==> config.mk <==
export PLATFORM = sky130hd
export DESIGN_NAME = uart_buffered_tx_rx_queues_core
export DESIGN_NICKNAME = d
export VERILOG_FILES = /design/src/rtl/ubtrq_pkg.sv /design/src/rtl/ubtrq_ram.sv /design/src/rtl/ubtrq_ring.sv /design/src/rtl/uart_buffered_tx_rx_queues_core.sv
export SDC_FILE = /design/constraint.sdc
export NUM_CORES = 1
export LEC_CHECK = 0
export BUFFER_PORTS_ARGS = -buffer_cell sky130_fd_sc_hd__buf_2
export CAP_MARGIN = 40
export CORE_MARGIN = 2
export CORE_UTILIZATION = 60
export CTS_CLUSTER_DIAMETER = 120
export DETAILED_ROUTE_END_ITERATION = 7
export GPL_ROUTABILITY_DRIVEN = 0
export PLACE_DENSITY = 0.81
export SYNTH_ARGS = -nofsm -noshare
export SYNTH_HDL_FRONTEND = slang
export SYNTH_HIERARCHICAL = 1
export SYNTH_SLANG_ARGS = --single-unit
==> constraint.sdc <==
create_clock -name i_clk -period 4.4 [get_ports i_clk]
set_clock_uncertainty 0.2 [all_clocks]
set_input_delay 0.22 -clock i_clk [delete_from_list [all_inputs] [get_ports i_clk]]
set_output_delay 0.22 -clock i_clk [all_outputs]
set_load 0.1 [all_outputs]
==> src/rtl/ubtrq_pkg.sv <==
// ----------------------------------------------------------------------------
// ubtrq_pkg
// Shared types for the buffered UART transmit/receive queues.
// ----------------------------------------------------------------------------
package ubtrq_pkg;

    localparam int unsigned ByteW = 8;

    typedef logic [ByteW-1:0] t_byte;

    typedef enum logic [1:0] {
        REQ_PUSH_TX  = 2'd0,
        REQ_POP_RX   = 2'd1,
        REQ_LINE_RX  = 2'd2,
        REQ_TX_EMPTY = 2'd3
    } t_req;

    // Occupancy flags that a ring reports before the current word is applied.
    typedef struct packed {
        logic empty;
        logic full;
    } t_ring_stat;

endpackage

==> src/rtl/ubtrq_ram.sv <==
// ----------------------------------------------------------------------------
// ubtrq_ram
// Generic single-write, single-read RAM with a registered read port.
// ----------------------------------------------------------------------------
module ubtrq_ram #(
    parameter int unsigned WIDTH = 8,
    parameter int unsigned DEPTH = 16
) (
    input  logic                     i_clk,
    input  logic                     i_we,
    input  logic [$clog2(DEPTH)-1:0] i_waddr,
    input  logic [WIDTH-1:0]         i_wdata,
    input  logic                     i_re,
    input  logic [$clog2(DEPTH)-1:0] i_raddr,
    output logic [WIDTH-1:0]         o_rdata
);

    logic [WIDTH-1:0] r_mem [DEPTH];
    logic [WIDTH-1:0] r_rdata;

    always_ff @(posedge i_clk) begin
        if (i_we) begin
            r_mem[i_waddr] <= i_wdata;
        end
        if (i_re) begin
            r_rdata <= r_mem[i_raddr];
        end
    end

    assign o_rdata = r_rdata;

endmodule

==> src/rtl/ubtrq_ring.sv <==
// ----------------------------------------------------------------------------
// ubtrq_ring
// One byte ring queue: head and tail pointers around a RAM. One slot stays
// free so that full and empty can be told apart.
// ----------------------------------------------------------------------------
module ubtrq_ring #(
    parameter int unsigned DEPTH = 16
) (
    input  logic                  i_clk,
    input  logic                  i_rst_n,
    input  logic                  i_push,
    input  ubtrq_pkg::t_byte      i_data,
    input  logic                  i_pop,
    output ubtrq_pkg::t_ring_stat o_stat,
    output ubtrq_pkg::t_byte      o_rdata
);

    localparam int unsigned AW = $clog2(DEPTH);

    logic [AW-1:0] r_head, n_head;
    logic [AW-1:0] r_tail, n_tail;
    logic [AW-1:0] w_head_adv, w_tail_adv;
    logic          w_we;

    always_comb begin
        w_head_adv = (r_head == AW'(DEPTH - 1)) ? '0 : r_head + 1'b1;
        w_tail_adv = (r_tail == AW'(DEPTH - 1)) ? '0 : r_tail + 1'b1;
    end

    assign o_stat.empty   = (r_head == r_tail);
    assign o_stat.full    = (w_head_adv == r_tail);
    assign w_we           = i_push && !o_stat.full;

    always_comb begin
        n_head = w_we ? w_head_adv : r_head;
        n_tail = i_pop ? w_tail_adv : r_tail;
    end

    always_ff @(posedge i_clk) begin
        if (!i_rst_n) begin
            r_head <= '0;
            r_tail <= '0;
        end else begin
            r_head <= n_head;
            r_tail <= n_tail;
        end
    end

    ubtrq_ram #(
        .WIDTH (ubtrq_pkg::ByteW),
        .DEPTH (DEPTH)
    ) u_ram (
        .i_clk   (i_clk),
        .i_we    (w_we),
        .i_waddr (r_head),
        .i_wdata (i_data),
        .i_re    (i_pop),
        .i_raddr (r_tail),
        .o_rdata (o_rdata)
    );

endmodule

==> src/rtl/uart_buffered_tx_rx_queues_core.sv <==
// ----------------------------------------------------------------------------
// uart_buffered_tx_rx_queues_core
// Transmit and receive byte rings between a host and a UART line, with the
// transmitter busy flag and drop-on-full overflow reporting.
// ----------------------------------------------------------------------------
//  Channel  Handshake                      Fields
//  in       i_in_valid / o_in_ready        i_req_type, i_data_byte
//  out      o_out_valid / i_out_ready      o_send_valid, o_send_byte,
//                                          o_read_valid, o_read_byte,
//                                          o_overflow, o_tx_active
//
//  Pointers update and the ring RAM is read in the accept cycle, and the
//  result register loads from the RAM output in the next. One word is in
//  flight at a time. A stalled result holds the input off; a word is
//  accepted in the cycle the previous result is taken. Reset clears
//  pointers and busy; no clearing pass.
// ----------------------------------------------------------------------------
module uart_buffered_tx_rx_queues_core #(
    parameter int unsigned TX_DEPTH = 16,
    parameter int unsigned RX_DEPTH = 16
) (
    input  logic       i_clk,
    input  logic       i_rst_n,
    input  logic       i_in_valid,
    output logic       o_in_ready,
    input  logic [1:0] i_req_type,
    input  logic [7:0] i_data_byte,
    output logic       o_out_valid,
    input  logic       i_out_ready,
    output logic       o_send_valid,
    output logic [7:0] o_send_byte,
    output logic       o_read_valid,
    output logic [7:0] o_read_byte,
    output logic       o_overflow,
    output logic       o_tx_active
);

    ubtrq_pkg::t_ring_stat w_tx_stat, w_rx_stat;
    ubtrq_pkg::t_byte      w_tx_rdata, w_rx_rdata;
    logic                  w_acc;
    logic                  w_tx_push, w_tx_pop, w_rx_push, w_rx_pop;
    logic                  w_send, w_read, w_ovf, w_fwd;

    logic             r_busy, n_busy;
    logic             r_pend;
    logic             r_ov;
    logic             r_p_send, r_p_read, r_p_ovf, r_p_fwd, r_p_busy;
    ubtrq_pkg::t_byte r_p_fwd_byte;
    logic             r_send_valid, r_read_valid, r_ovf_out, r_act_out;
    ubtrq_pkg::t_byte r_send_byte, r_read_byte;

    assign o_in_ready = !r_pend && (!r_ov || i_out_ready);
    assign w_acc      = i_in_valid && o_in_ready;

    always_comb begin
        w_tx_push = 1'b0;
        w_tx_pop  = 1'b0;
        w_rx_push = 1'b0;
        w_rx_pop  = 1'b0;
        w_send    = 1'b0;
        w_read    = 1'b0;
        w_ovf     = 1'b0;
        w_fwd     = 1'b0;
        n_busy    = r_busy;
        unique case (ubtrq_pkg::t_req'(i_req_type))
            ubtrq_pkg::REQ_PUSH_TX: begin
                w_tx_push = 1'b1;
                w_ovf     = w_tx_stat.full;
                // After a push the ring is never empty, so an idle
                // transmitter always gets a byte. If the ring was empty, that
                // byte is the one being written and bypasses the RAM.
                if (!r_busy) begin
                    w_tx_pop = 1'b1;
                    w_send   = 1'b1;
                    w_fwd    = w_tx_stat.empty;
                    n_busy   = 1'b1;
                end
            end
            ubtrq_pkg::REQ_POP_RX: begin
                if (!w_rx_stat.empty) begin
                    w_rx_pop = 1'b1;
                    w_read   = 1'b1;
                end
            end
            ubtrq_pkg::REQ_LINE_RX: begin
                w_rx_push = 1'b1;
                w_ovf     = w_rx_stat.full;
            end
            ubtrq_pkg::REQ_TX_EMPTY: begin
                if (!w_tx_stat.empty) begin
                    w_tx_pop = 1'b1;
                    w_send   = 1'b1;
                    n_busy   = 1'b1;
                end else begin
                    n_busy   = 1'b0;
                end
            end
            default: begin
                n_busy = r_busy;
            end
        endcase
    end

    ubtrq_ring #(
        .DEPTH (TX_DEPTH)
    ) u_tx_ring (
        .i_clk   (i_clk),
        .i_rst_n (i_rst_n),
        .i_push  (w_acc && w_tx_push),
        .i_data  (i_data_byte),
        .i_pop   (w_acc && w_tx_pop),
        .o_stat  (w_tx_stat),
        .o_rdata (w_tx_rdata)
    );

    ubtrq_ring #(
        .DEPTH (RX_DEPTH)
    ) u_rx_ring (
        .i_clk   (i_clk),
        .i_rst_n (i_rst_n),
        .i_push  (w_acc && w_rx_push),
        .i_data  (i_data_byte),
        .i_pop   (w_acc && w_rx_pop),
        .o_stat  (w_rx_stat),
        .o_rdata (w_rx_rdata)
    );

    always_ff @(posedge i_clk) begin
        if (!i_rst_n) begin
            r_busy <= 1'b0;
            r_pend <= 1'b0;
            r_ov   <= 1'b0;
        end else begin
            if (w_acc) begin
                r_busy <= n_busy;
            end
            r_pend <= w_acc;
            if (r_pend) begin
                r_ov <= 1'b1;
            end else if (i_out_ready) begin
                r_ov <= 1'b0;
            end
        end
    end

    always_ff @(posedge i_clk) begin
        if (w_acc) begin
            r_p_send     <= w_send;
            r_p_read     <= w_read;
            r_p_ovf      <= w_ovf;
            r_p_fwd      <= w_fwd;
            r_p_fwd_byte <= i_data_byte;
            r_p_busy     <= n_busy;
        end
        if (r_pend) begin
            r_send_valid <= r_p_send;
            r_read_valid <= r_p_read;
            r_ovf_out    <= r_p_ovf;
            r_act_out    <= r_p_busy;
            if (r_p_send) begin
                r_send_byte <= r_p_fwd ? r_p_fwd_byte : w_tx_rdata;
            end else begin
                r_send_byte <= '0;
            end
            r_read_byte  <= r_p_read ? w_rx_rdata : '0;
        end
    end

    assign o_out_valid  = r_ov;
    assign o_send_valid = r_send_valid;
    assign o_send_byte  = r_send_byte;
    assign o_read_valid = r_read_valid;
    assign o_read_byte  = r_read_byte;
    assign o_overflow   = r_ovf_out;
    assign o_tx_active  = r_act_out;

`ifndef SYNTHESIS
    a_one_in_flight: assert property (@(posedge i_clk) disable iff (!i_rst_n)
        w_acc |=> r_pend && !o_in_ready)
        else $error("second word accepted while one is in flight");

    a_send_read_excl: assert property (@(posedge i_clk) disable iff (!i_rst_n)
        o_out_valid |-> !(o_send_valid && o_read_valid))
        else $error("send and read both reported for one word");

    a_send_sets_busy: assert property (@(posedge i_clk) disable iff (!i_rst_n)
        (o_out_valid && o_send_valid) |-> o_tx_active)
        else $error("byte sent but transmitter not marked busy");

    a_result_slot_free: assert property (@(posedge i_clk) disable iff (!i_rst_n)
        r_pend |-> !(r_ov && $past(r_ov) && !$past(i_out_ready)))
        else $error("result register overwritten before it was taken");
`endif

endmodule
Yosys cells after proc, flatten, opt, wreduce, memory -nomap -nowiden
Memory sizes are Yosys's and may differ from the RTL's. A register that Yosys moved wholly into a read port is not among the register bits. Cells that the tools add are included.

Add/sub/neg operators: 4. Multiply operators: 0. Divide/modulo/power cells: 0. Order comparisons: 0. Equality and inequality tests: 11. Shift operators: 0. Multiplexer cells: 20. Bitwise gates (word level): 1. Reductions and logical operators: 16.

Operators with widths (number): 4-bit by 1-bit adder with 4-bit output, second input constant (4); 4-bit == test (4); 4-bit == test, second input constant (4); 4-bit two-way mux (4); 1-bit two-way mux (12); 1-bit logical AND (8); 8-bit two-way mux (1); 1-bit case mux with 2 select lines (3); 2-bit == test, second input constant (2); 1-bit zero test (4); 2-bit by 1-bit == test with 1-bit output, second input constant (1); 2-bit zero test (1); 2-bit nonzero test (1); 2-bit OR reduction (1); 1-bit logical OR (1); 1-bit NOT (1).

Flip-flop bits (word level): 52. Latch bits: 0. Memory bits (writable): 256. Memory bits (read-only): 0. Input port bits: 14. Output and inout port bits: 22. Word-level logic and storage cells: 73. Memories kept: 2.

Memory list: u_rx_ring.u_ram.r_mem (words 16, bits a word 8, read ports 1, clocked after memory_dff 1, wr ports 1, RTL line ubtrq_ram.sv:18) `logic [WIDTH-1:0] r_mem [DEPTH];`; u_tx_ring.u_ram.r_mem (words 16, bits a word 8, read ports 1, clocked after memory_dff 1, wr ports 1, RTL line ubtrq_ram.sv:18).

Depth between registers and ports, before layout
Gate-level depths: netlist (run 1).

Depth in word-level cells: 8. Mapped depth: 10.

Hierarchy
The synthesis (run 1) kept the hierarchy.

By module, submodules not included: ubtrq_ram (instances 2, cells each 229, area an instance 5227.5 sq um); uart_buffered_tx_rx_queues_core (instances 1, cells each 89, area an instance 1465.2 sq um); ubtrq_ring (instances 2, cells each 58, area an instance 525.5 sq um).

Least setup slack after synthesis (run 1)
Ideal clock, no wire load.

Kind: register -> register. Start point: register u_rx_ring.r_head[0]. End point: memory u_rx_ring.u_ram.r_mem[0][0] (enable). Setup time: 383 ps. Arrival: 2498 ps. Required time: 3817 ps. Path slack: 1319 ps. Stages on the path, launching flop included: 8. Period minus slack after synthesis: 3081 ps. Path through: dfxtp_1 -> ha_1 -> a31oi_1 -> xor2_1 -> nor3_2 -> a21boi_4 -> or3b_2 -> nor3_1.

Cells in the longest elaborated chain, start to end: 7. Elaborated cells on any way between the ends: 8.

RTL lines: start: declaration (RTL line ubtrq_ring.sv:20) `logic [AW-1:0] r_head, n_head;`; start signal: assignment (RTL line ubtrq_ring.sv:44) `r_head <= n_head;`; 4-bit by 1-bit adder with 4-bit output or 4-bit == test (tied branches) (RTL line ubtrq_ring.sv:26) `w_head_adv = (r_head == AW'(DEPTH - 1)) ? '0 : r_head + 1'b1;`; 4-bit two-way mux * (RTL line ubtrq_ring.sv:26); 4-bit == test * (RTL line ubtrq_ring.sv:31) `assign o_stat.full = (w_head_adv == r_tail);`; 1-bit zero test * (RTL line ubtrq_ring.sv:32) `assign w_we = i_push && !o_stat.full;`; 1-bit logical AND * (RTL line ubtrq_ring.sv:32); net u_rx_ring.w_we (RTL line ubtrq_ring.sv:23) `logic w_we;`; 1-bit two-way mux * (RTL line ubtrq_ram.sv:22) `if (i_we) begin`; 1-bit two-way mux (implied by the code) * (RTL line ubtrq_ram.sv:23) `r_mem[i_waddr] <= i_wdata;`; end: declaration (RTL line ubtrq_ram.sv:18).

Mark *: on every way through the listed nets, which the timed path passes. The rest lies on a longest branch.

Worst setup path in the final report (run 1)
Start point: register u_rx_ring.r_head[0]. End point: memory u_rx_ring.u_ram.r_mem[2][3] (enable).

Same word-level chain as after synthesis.

==> results.yml, run 1 <==
cts:
  cts_buffer_depth: 3
  clk_pin_slew_ns: 0.06
  cts_tree: "built"
  post_cts_buffers: 0
  root_buffer: "clkbuf_16"
  cts_htree_levels: 1
  cts_sinks: 324
  insertion_delay_ns: 0.55
  cts_resized: 0
  numCtsBuffers: 31
route:
  num_vias: 6551
  post_drt_wl_per_cell_um: 24.9
  firstDrtPassIters: 5
  wl_um: 25400
  drc_errors: 0
  ant_nets: 0
  drt_iter0_markers: 729
  vias_per_cell: 6.42
worst_setup_path:
  crit_path_start_kind: "flip-flop"
  cp_slowest_stage_delay_ns: 0.58
  end_kind: "flip-flop"
  worstPathCellList: "ha_1 > a21oi_1 > o22ai_2 > xor2_2 > a21boi_4 > or3b_2 > nor2_1"
  critPathMaxFanout: 13
  setup.worst_path.start: "u_rx_ring/r_head[0]$_SDFFE_PN0P_"
  critPathArrivalTime_ns: 3.29
  worst-r2r-cell-count: 7
  critical_path_class: "reg2reg"
  crit_required_ns: 4.36
  r2r_start: "u_rx_ring/r_head[0]$_SDFFE_PN0P_"
  r2r_slack_ns: 1.07
  cpMaxStageDelayCell: "nor2_1"
  endpoint: "u_rx_ring/u_ram/r_mem[2][3]$_DFFE_PP_"
  r2r-end: "u_rx_ring/u_ram/r_mem[2][3]$_DFFE_PP_"
power:
  seq_power_share: 0.540
  total_power_mw: 6.34
  peakVddDrop_uv: 231
  p_int_mw: 5.09
  cellLeakagePower_nw: 4.75
  p_sw_mw: 1.25
  power_frac_clock: 0.420
  pwr-share-comb: 0.040
  netSwitchingFraction: 0.197
  powerDensity_nw_per_um2: 439
timing:
  worst_pin_slew_ns: 0.869
  setup_viol: 0
  hold_viol_final: 0
  finalSetupTns_ns: 0
  fmax_mhz: 300
  max_slew_margin: 0.419
  whs_ns: 0.0354
  period_needed_ns: 3.33
  slew_violations: 0
  rsz0062_at_grt: "no"
  fin_crit_sh: 0.756
layout:
  diodes: 0
  nets: 744
  mostFrequentLayoutCells: "edfxtp_1, nand2_1, buf_2"
  drive_above_1_share: 0.199
  layout_commonest_cell: "edfxtp_1"
  fin_area_um2: 14500
  instances_no_fill: 1020
  num-fill-cells: 1243
  synthToLayoutAreaGrowth_pct: 11.4
logic_synthesis:
  async_reset_ff_frac: 0
  syn-num-nets: 685
  yosysUniqueCellTypes: 43
  syn_area_per_cell_um2: 19.6
  ys_seq_area_frac: 0.735
  synth_warnings: 6
  synthFlopType: "edfxtp_1"
  synth_edf_count: 305
  syn-instance-count: 663
  netlist_area_um2: 13000
  synth-seq-cells: 324
die:
  die_y_um: 151
  die_w_um: 151
  core_area_um2: 21100
  rows: 53
  io_pins: 36
  die_area_um2: 22800
  start_util: 0.615
job:
  maxCapViolCount: 0
place:
  place_inst: 961
  port_buffers: 35
  placed_cell_area_um2: 13400
  dp_hpwl_um: 15100
global_route:
  grt_antenna_before_repair: 0
  track_usage: 0.228
  grt_pass1_wl_um: 38200
  grt_max_degree: 39
  grt_remaining_overflow: 0
  grt_pass1_vias: 6662
status:
  status: "completed"
hold_path:
  hp-class: "in2reg"
power groups by stage:
| stage | sequential (mW) | clock, mW | combinational [mW] |
|---|---|---|---|
| after global routing | 3.42 | 2.81 | 0.267 |
| final | 3.42 | 2.67 | 0.251 |
| after floorplan | 3.54 | 0 | 0.103 |
| after global placement | 3.49 | 0 | 0.233 |
| after detailed placement | 3.49 | 0 | 0.246 |
| after CTS | 3.42 | 2.70 | 0.252 |
flip-flops by register name (all words and copies together) (netlist names), 4 cells and up:
signal,flops
u_rx_ring/u_ram/r_mem,128
u_tx_ring/u_ram/r_mem,128
o_read_byte,8
o_send_byte,8
r_p_fwd_byte,8
u_rx_ring/u_ram/o_rdata,8
u_tx_ring/u_ram/o_rdata,8
u_rx_ring/r_head,4
u_rx_ring/r_tail,4
u_tx_ring/r_head,4
u_tx_ring/r_tail,4
worst min-delay path by stage:
stage | from | endpoint | slack, ns | cells past startpoint
floorplan | i_data_byte[0] | r_p_fwd_byte[0]$_DFFE_PN_ | 0.12 | 0
global placement | r_p_ovf$_DFFE_PN_ | o_overflow$_DFFE_PP_ | 0.21 | 0
detailed placement | r_p_ovf$_DFFE_PN_ | o_overflow$_DFFE_PP_ | 0.21 | 0
CTS | i_req_type[0] | r_p_read$_DFFE_PN_ | 0.03 | 3
global route | i_req_type[0] | r_p_read$_DFFE_PN_ | 0.06 | 3
finish | i_req_type[0] | r_p_read$_DFFE_PN_ | 0.04 | 3
cells by family after synthesis:
family | after synthesis | synth area share
AND/OR/NAND/NOR | 146 | 0.0603
buffers and inverters | 30 | 0.0171
flip-flops | 324 | 0.735
multiplexers | 82 | 0.133
XOR/XNOR | 18 | 0.0133
adder cells (fa/ha/maj) | 8 | 0.00772
AO/OA/AOI/OAI | 55 | 0.0331
what timing repair did:
item | in CTS | in global routing
hold endpoints to repair | 19 | 0
endpoints found under the setup margin | 0 | 0
hold buffers | 3 | 0
per-layer routing:
| metal | up-vias | global-route usage | part of all wire |
|---|---|---|---|
| met5 | - | 0 | 0 |
| met4 | 0 | 0.0626 | 0.021 |
| met3 | 51 | 0.0422 | 0.081 |
| met2 | 315 | 0.382 | 0.50 |
| met1 | 3392 | 0.314 | 0.40 |
| li1 | 2793 | - | - |
stage by stage:
step,setup WS (ns),util
after floorplan,1.32,-
after global placement,1.29,0.634
after detailed placement,1.14,0.635
after CTS,1.09,0.685
after global routing,0.893,0.685
final,1.07,0.685
cell type report:
class / count / area [um2] / area share
Clock buffer: 43 / 841 / 0.0582
Clock inverter: 13 / 189 / 0.0131
Inverter: 5 / 18.8 / 0.00130
Multi-Input combinational cell: 309 / 3210 / 0.222
Sequential cell: 324 / 9540 / 0.660
Tap cell: 275 / 344 / 0.0238
Timing Repair Buffer: 51 / 305 / 0.0211
Yosys cell counts, types with 9 or more instances:
master	n	area [um2]
a22oi_1	32	240
edfxtp_1	305	9160
nor2_1	27	101
mux4_1	28	736
mux4_2	36	811
nor2b_1	18	113
nor3_1	9	45.0
nand2_1	39	146
and2_1	17	106
xor2_1	14	123
mux2i_1	18	180
dfxtp_1	19	380
worst max-delay path: cells and delay by family, from the launching register on:
family / cells / cell delay, ns
xor gates and xnor gates: 1 / 0.15
AOI/OAI and AO/OA: 3 / 0.60
adders and majority gates: 1 / 0.32
DFF: 1 / 0.57
and+or+nand+nor: 2 / 1.12
Power figures use the tool's default switching activity.
==> inputs of run 2 (changes only) <==
--- a/config.mk
+++ b/config.mk
@@ -5,6 +5,7 @@
 export SDC_FILE = /design/constraint.sdc
 export NUM_CORES = 1
 export LEC_CHECK = 0
+export ABC_AREA = 1
 export BUFFER_PORTS_ARGS = -buffer_cell sky130_fd_sc_hd__buf_2
 export CAP_MARGIN = 40
 export CORE_MARGIN = 2
==> constraint.sdc (replaced) <==
create_clock -name i_clk -period 3.3 [get_ports i_clk]
set_clock_uncertainty 0.2 [all_clocks]
set_input_delay 0.165 -clock i_clk [delete_from_list [all_inputs] [get_ports i_clk]]
set_output_delay 0.165 -clock i_clk [all_outputs]
set_load 0.1 [all_outputs]
==> run 2 against run 1 <==
  * Design area increased by 9.2%
  * First-iteration DRC count increased by 47%
  * Global-route usage increased by 2.9 points
  * Hold slack improved by 0.040 ns
  * Via count increased by 48%
  * Register-to-register slack got worse by 0.67 ns
  * Setup slack got worse by 0.67 ns
  * Synthesized cell count increased by 110%
  * Total power increased by 39%
==> results.yml, run 2 <==
logic_synthesis:
  syn-instance-count: 1391
  synthFlopType: "edfxtp_1"
  synth_compound_area_frac: 0.00659
  yosys-top-cells-area: "edfxtp_1, nand2_1, nand3_1"
  async_reset_ff_frac: 0
  synth_common_cells: "nand2_1, edfxtp_1, inv_1"
  yosysTopAreaCellShare: 0.643
  synth-simple-area-share: 0.221
  synth_edf_count: 305
  synth_top_family_by_area: "simple AND/OR/NAND/NOR gates"
  synth_warnings: 6
  synthAdderAreaFrac: 0.00703
  syn_area_per_cell_um2: 10.2
  netlist_area_um2: 14200
  syn-num-nets: 1413
  ys_seq_area_frac: 0.670
  synth.most_common_cell: "nand2_1"
  yosysUniqueCellTypes: 27
  synth_mux_area_frac: 0
  synth_top_area_cell: "edfxtp_1"
  synthXorXnorAreaFrac: 0.00615
  synth-seq-cells: 324
worst_setup_path:
  worstPathCellList: "ha_1 > nand2_1 > nand3_1 > nand3_1 > nand2_2 > nor2_4 > nor2_4 > nand3b_1 > nor2_1"
  critPathMaxFanout: 9
  r2r_start: "u_rx_ring/r_head[0]$_SDFFE_PN0P_"
  end_kind: "flip-flop"
  crit_required_ns: 3.23
  crit_path_start_kind: "flip-flop"
  critPathArrivalTime_ns: 2.82
  cp_slowest_stage_delay_ns: 0.61
  r2r-end: "u_rx_ring/u_ram/r_mem[10][7]$_DFFE_PP_"
  worst-r2r-cell-count: 9
  cpMaxStageDelayCell: "nor2_1"
  r2r_slack_ns: 0.41
  critical_path_class: "reg2reg"
  path_buf_inv: 0
  crit_family: "simple AND/OR/NAND/NOR gates"
cts:
  cts_resized: 0
  cts_htree_levels: 2
  cts_tree: "built"
  cts_buffer_depth: 3
  numCtsBuffers: 34
  insertion_delay_ns: 0.50
  clk_pin_slew_ns: 0.06
  root_buffer: "clkbuf_16"
  cts_sinks: 324
route:
  post_drt_wl_per_cell_um: 17.8
  ant_nets: 0
  firstDrtPassIters: 6
  vias_per_cell: 5.45
  drc_errors: 0
  num_vias: 9709
  wl_um: 31600
  drt_iter0_markers: 1073
power:
  cellLeakagePower_nw: 6.63
  total_power_mw: 8.83
  powerDensity_nw_per_um2: 559
  peakVddDrop_uv: 526
timing:
  setup_viol: 0
  rsz0062_at_grt: "no"
  hold_viol_final: 0
  finalSetupTns_ns: 0
  slew_violations: 0
  max_slew_margin: 0.405
  fmax_mhz: 346
  worst_pin_slew_ns: 0.892
  fin_crit_sh: 0.877
  period_needed_ns: 2.89
layout:
  largestRegisters: "u_rx_ring/u_ram/r_mem: 128 flops, u_tx_ring/u_ram/r_mem: 128 flops"
  layout_commonest_cell: "nand2_1"
  nets: 1459
  synthToLayoutAreaGrowth_pct: 10.8
  drive_above_1_share: 0.0910
  mostFrequentLayoutCells: "nand2_1, edfxtp_1, inv_1"
  diodes: 0
die:
  rows: 56
  die_y_um: 158
  io_pins: 36
  core_area_um2: 23400
  die_w_um: 158
  die_area_um2: 25000
  start_util: 0.609
hold_path:
  whs_endpoint: "u_tx_ring/u_ram/r_mem[14][1]$_DFFE_PP_"
  min_from: "i_data_byte[1]"
  hp-class: "in2reg"
  holdPathStages: 1
place:
  dp_hpwl_um: 18800
  port_buffers: 35
job:
  maxCapViolCount: 0
global_route:
  grt_max_degree: 52
  grt_pass1_wl_um: 48400
  grt_remaining_overflow: 0
  grt_antenna_before_repair: 0
  grt_pass1_vias: 9430
  track_usage: 0.257
status:
  status: "completed"
run 2: changes by cell type in the layout (fill, tap and decap cells not counted), moves of 8 or more:
cell,change
inv_1,+238
nand3_1,+213
nand2_1,+356
nor2b_1,-18
and2_1,-16
nor2_1,+56
nand2_2,+14
mux2i_1,-18
inv_2,+9
mux4_1,-28
mux4_2,-36
o21ai_0,+8
a22oi_1,-32
run 2: worst max path at each step:
stage                                startpoint                                endpoint  slack, ns  cells after the start
2_1_floorplan          o_out_valid$_SDFFE_PN0P_        u_tx_ring/r_tail[3]$_SDFFE_PN0P_       0.57                      6
3_3_place_gp   u_tx_ring/r_head[0]$_SDFFE_PN0P_   u_tx_ring/u_ram/r_mem[5][4]$_DFFE_PP_       0.62                      9
3_5_place_dp   u_tx_ring/r_head[0]$_SDFFE_PN0P_   u_tx_ring/u_ram/r_mem[6][3]$_DFFE_PP_       0.52                      9
4_1_cts        u_rx_ring/r_head[0]$_SDFFE_PN0P_  u_rx_ring/u_ram/r_mem[10][7]$_DFFE_PP_       0.43                      9
5_1_grt        u_rx_ring/r_head[1]$_SDFFE_PN0P_  u_rx_ring/u_ram/r_mem[10][7]$_DFFE_PP_       0.25                      9
6_report       u_rx_ring/r_head[0]$_SDFFE_PN0P_  u_rx_ring/u_ram/r_mem[10][7]$_DFFE_PP_       0.41                      9
run 2: final cells by class:
cell class	instances	area [um2]
well taps	319	399
clock buffers	44	952
fillers	1648	7620
multi-input cells	766	3420
clock inverters	17	135
flip-flops and latches	324	9540
inverters	252	946
repair buffers	59	388
run 2: metrics by stage:
step	utilization	worst slack (ns)	instance area, um2	instances	hold WS, ns
global placement	0.625	0.619	14600	1712	0.200
finish	0.675	0.406	15800	1781	0.0750
detailed placement	0.625	0.523	14600	1712	0.210
floorplan	-	0.566	14200	1391	0.0639
CTS	0.675	0.434	15800	1781	0.0776
global route	0.675	0.245	15800	1781	0.0973
run 2: power breakdown:
part | leakage (nW) | switching [mW] | internal, mW
combinational | 3.19 | 0.431 | 0.130
clock | 0.526 | 1.48 | 2.19
sequential | 2.92 | 0.0375 | 4.55
run 2: what timing repair did:
| item | 4_1_cts | 5_1_grt |
|---|---|---|
| hold buffers | 8 | 0 |
| endpoints found under the hold margin | 21 | 0 |
| setup buffers | 0 | 0 |
run 2: cell families (layout without fill, tap and decap cells):
family,after synthesis,count (layout)
simple gates,730,730
xor+xnor,10,10
fa+ha+maj,8,8
buf+inv,301,372
flops,324,324
compound gates,18,18
run 2: worst register-to-register path, delay by kind of cell, from the launching register on:
| kind | cells | cell delay, ns |
|---|---|---|
| and+or+nand+nor | 8 | 1.53 |
| DFF | 1 | 0.50 |
| adders and majority gates | 1 | 0.28 |
run 2: routing by layer:
layer,track usage,part of all wire
met2,0.449,0.50
met3,0.0402,0.070
met1,0.318,0.38
met5,0,0
met4,0.118,0.041
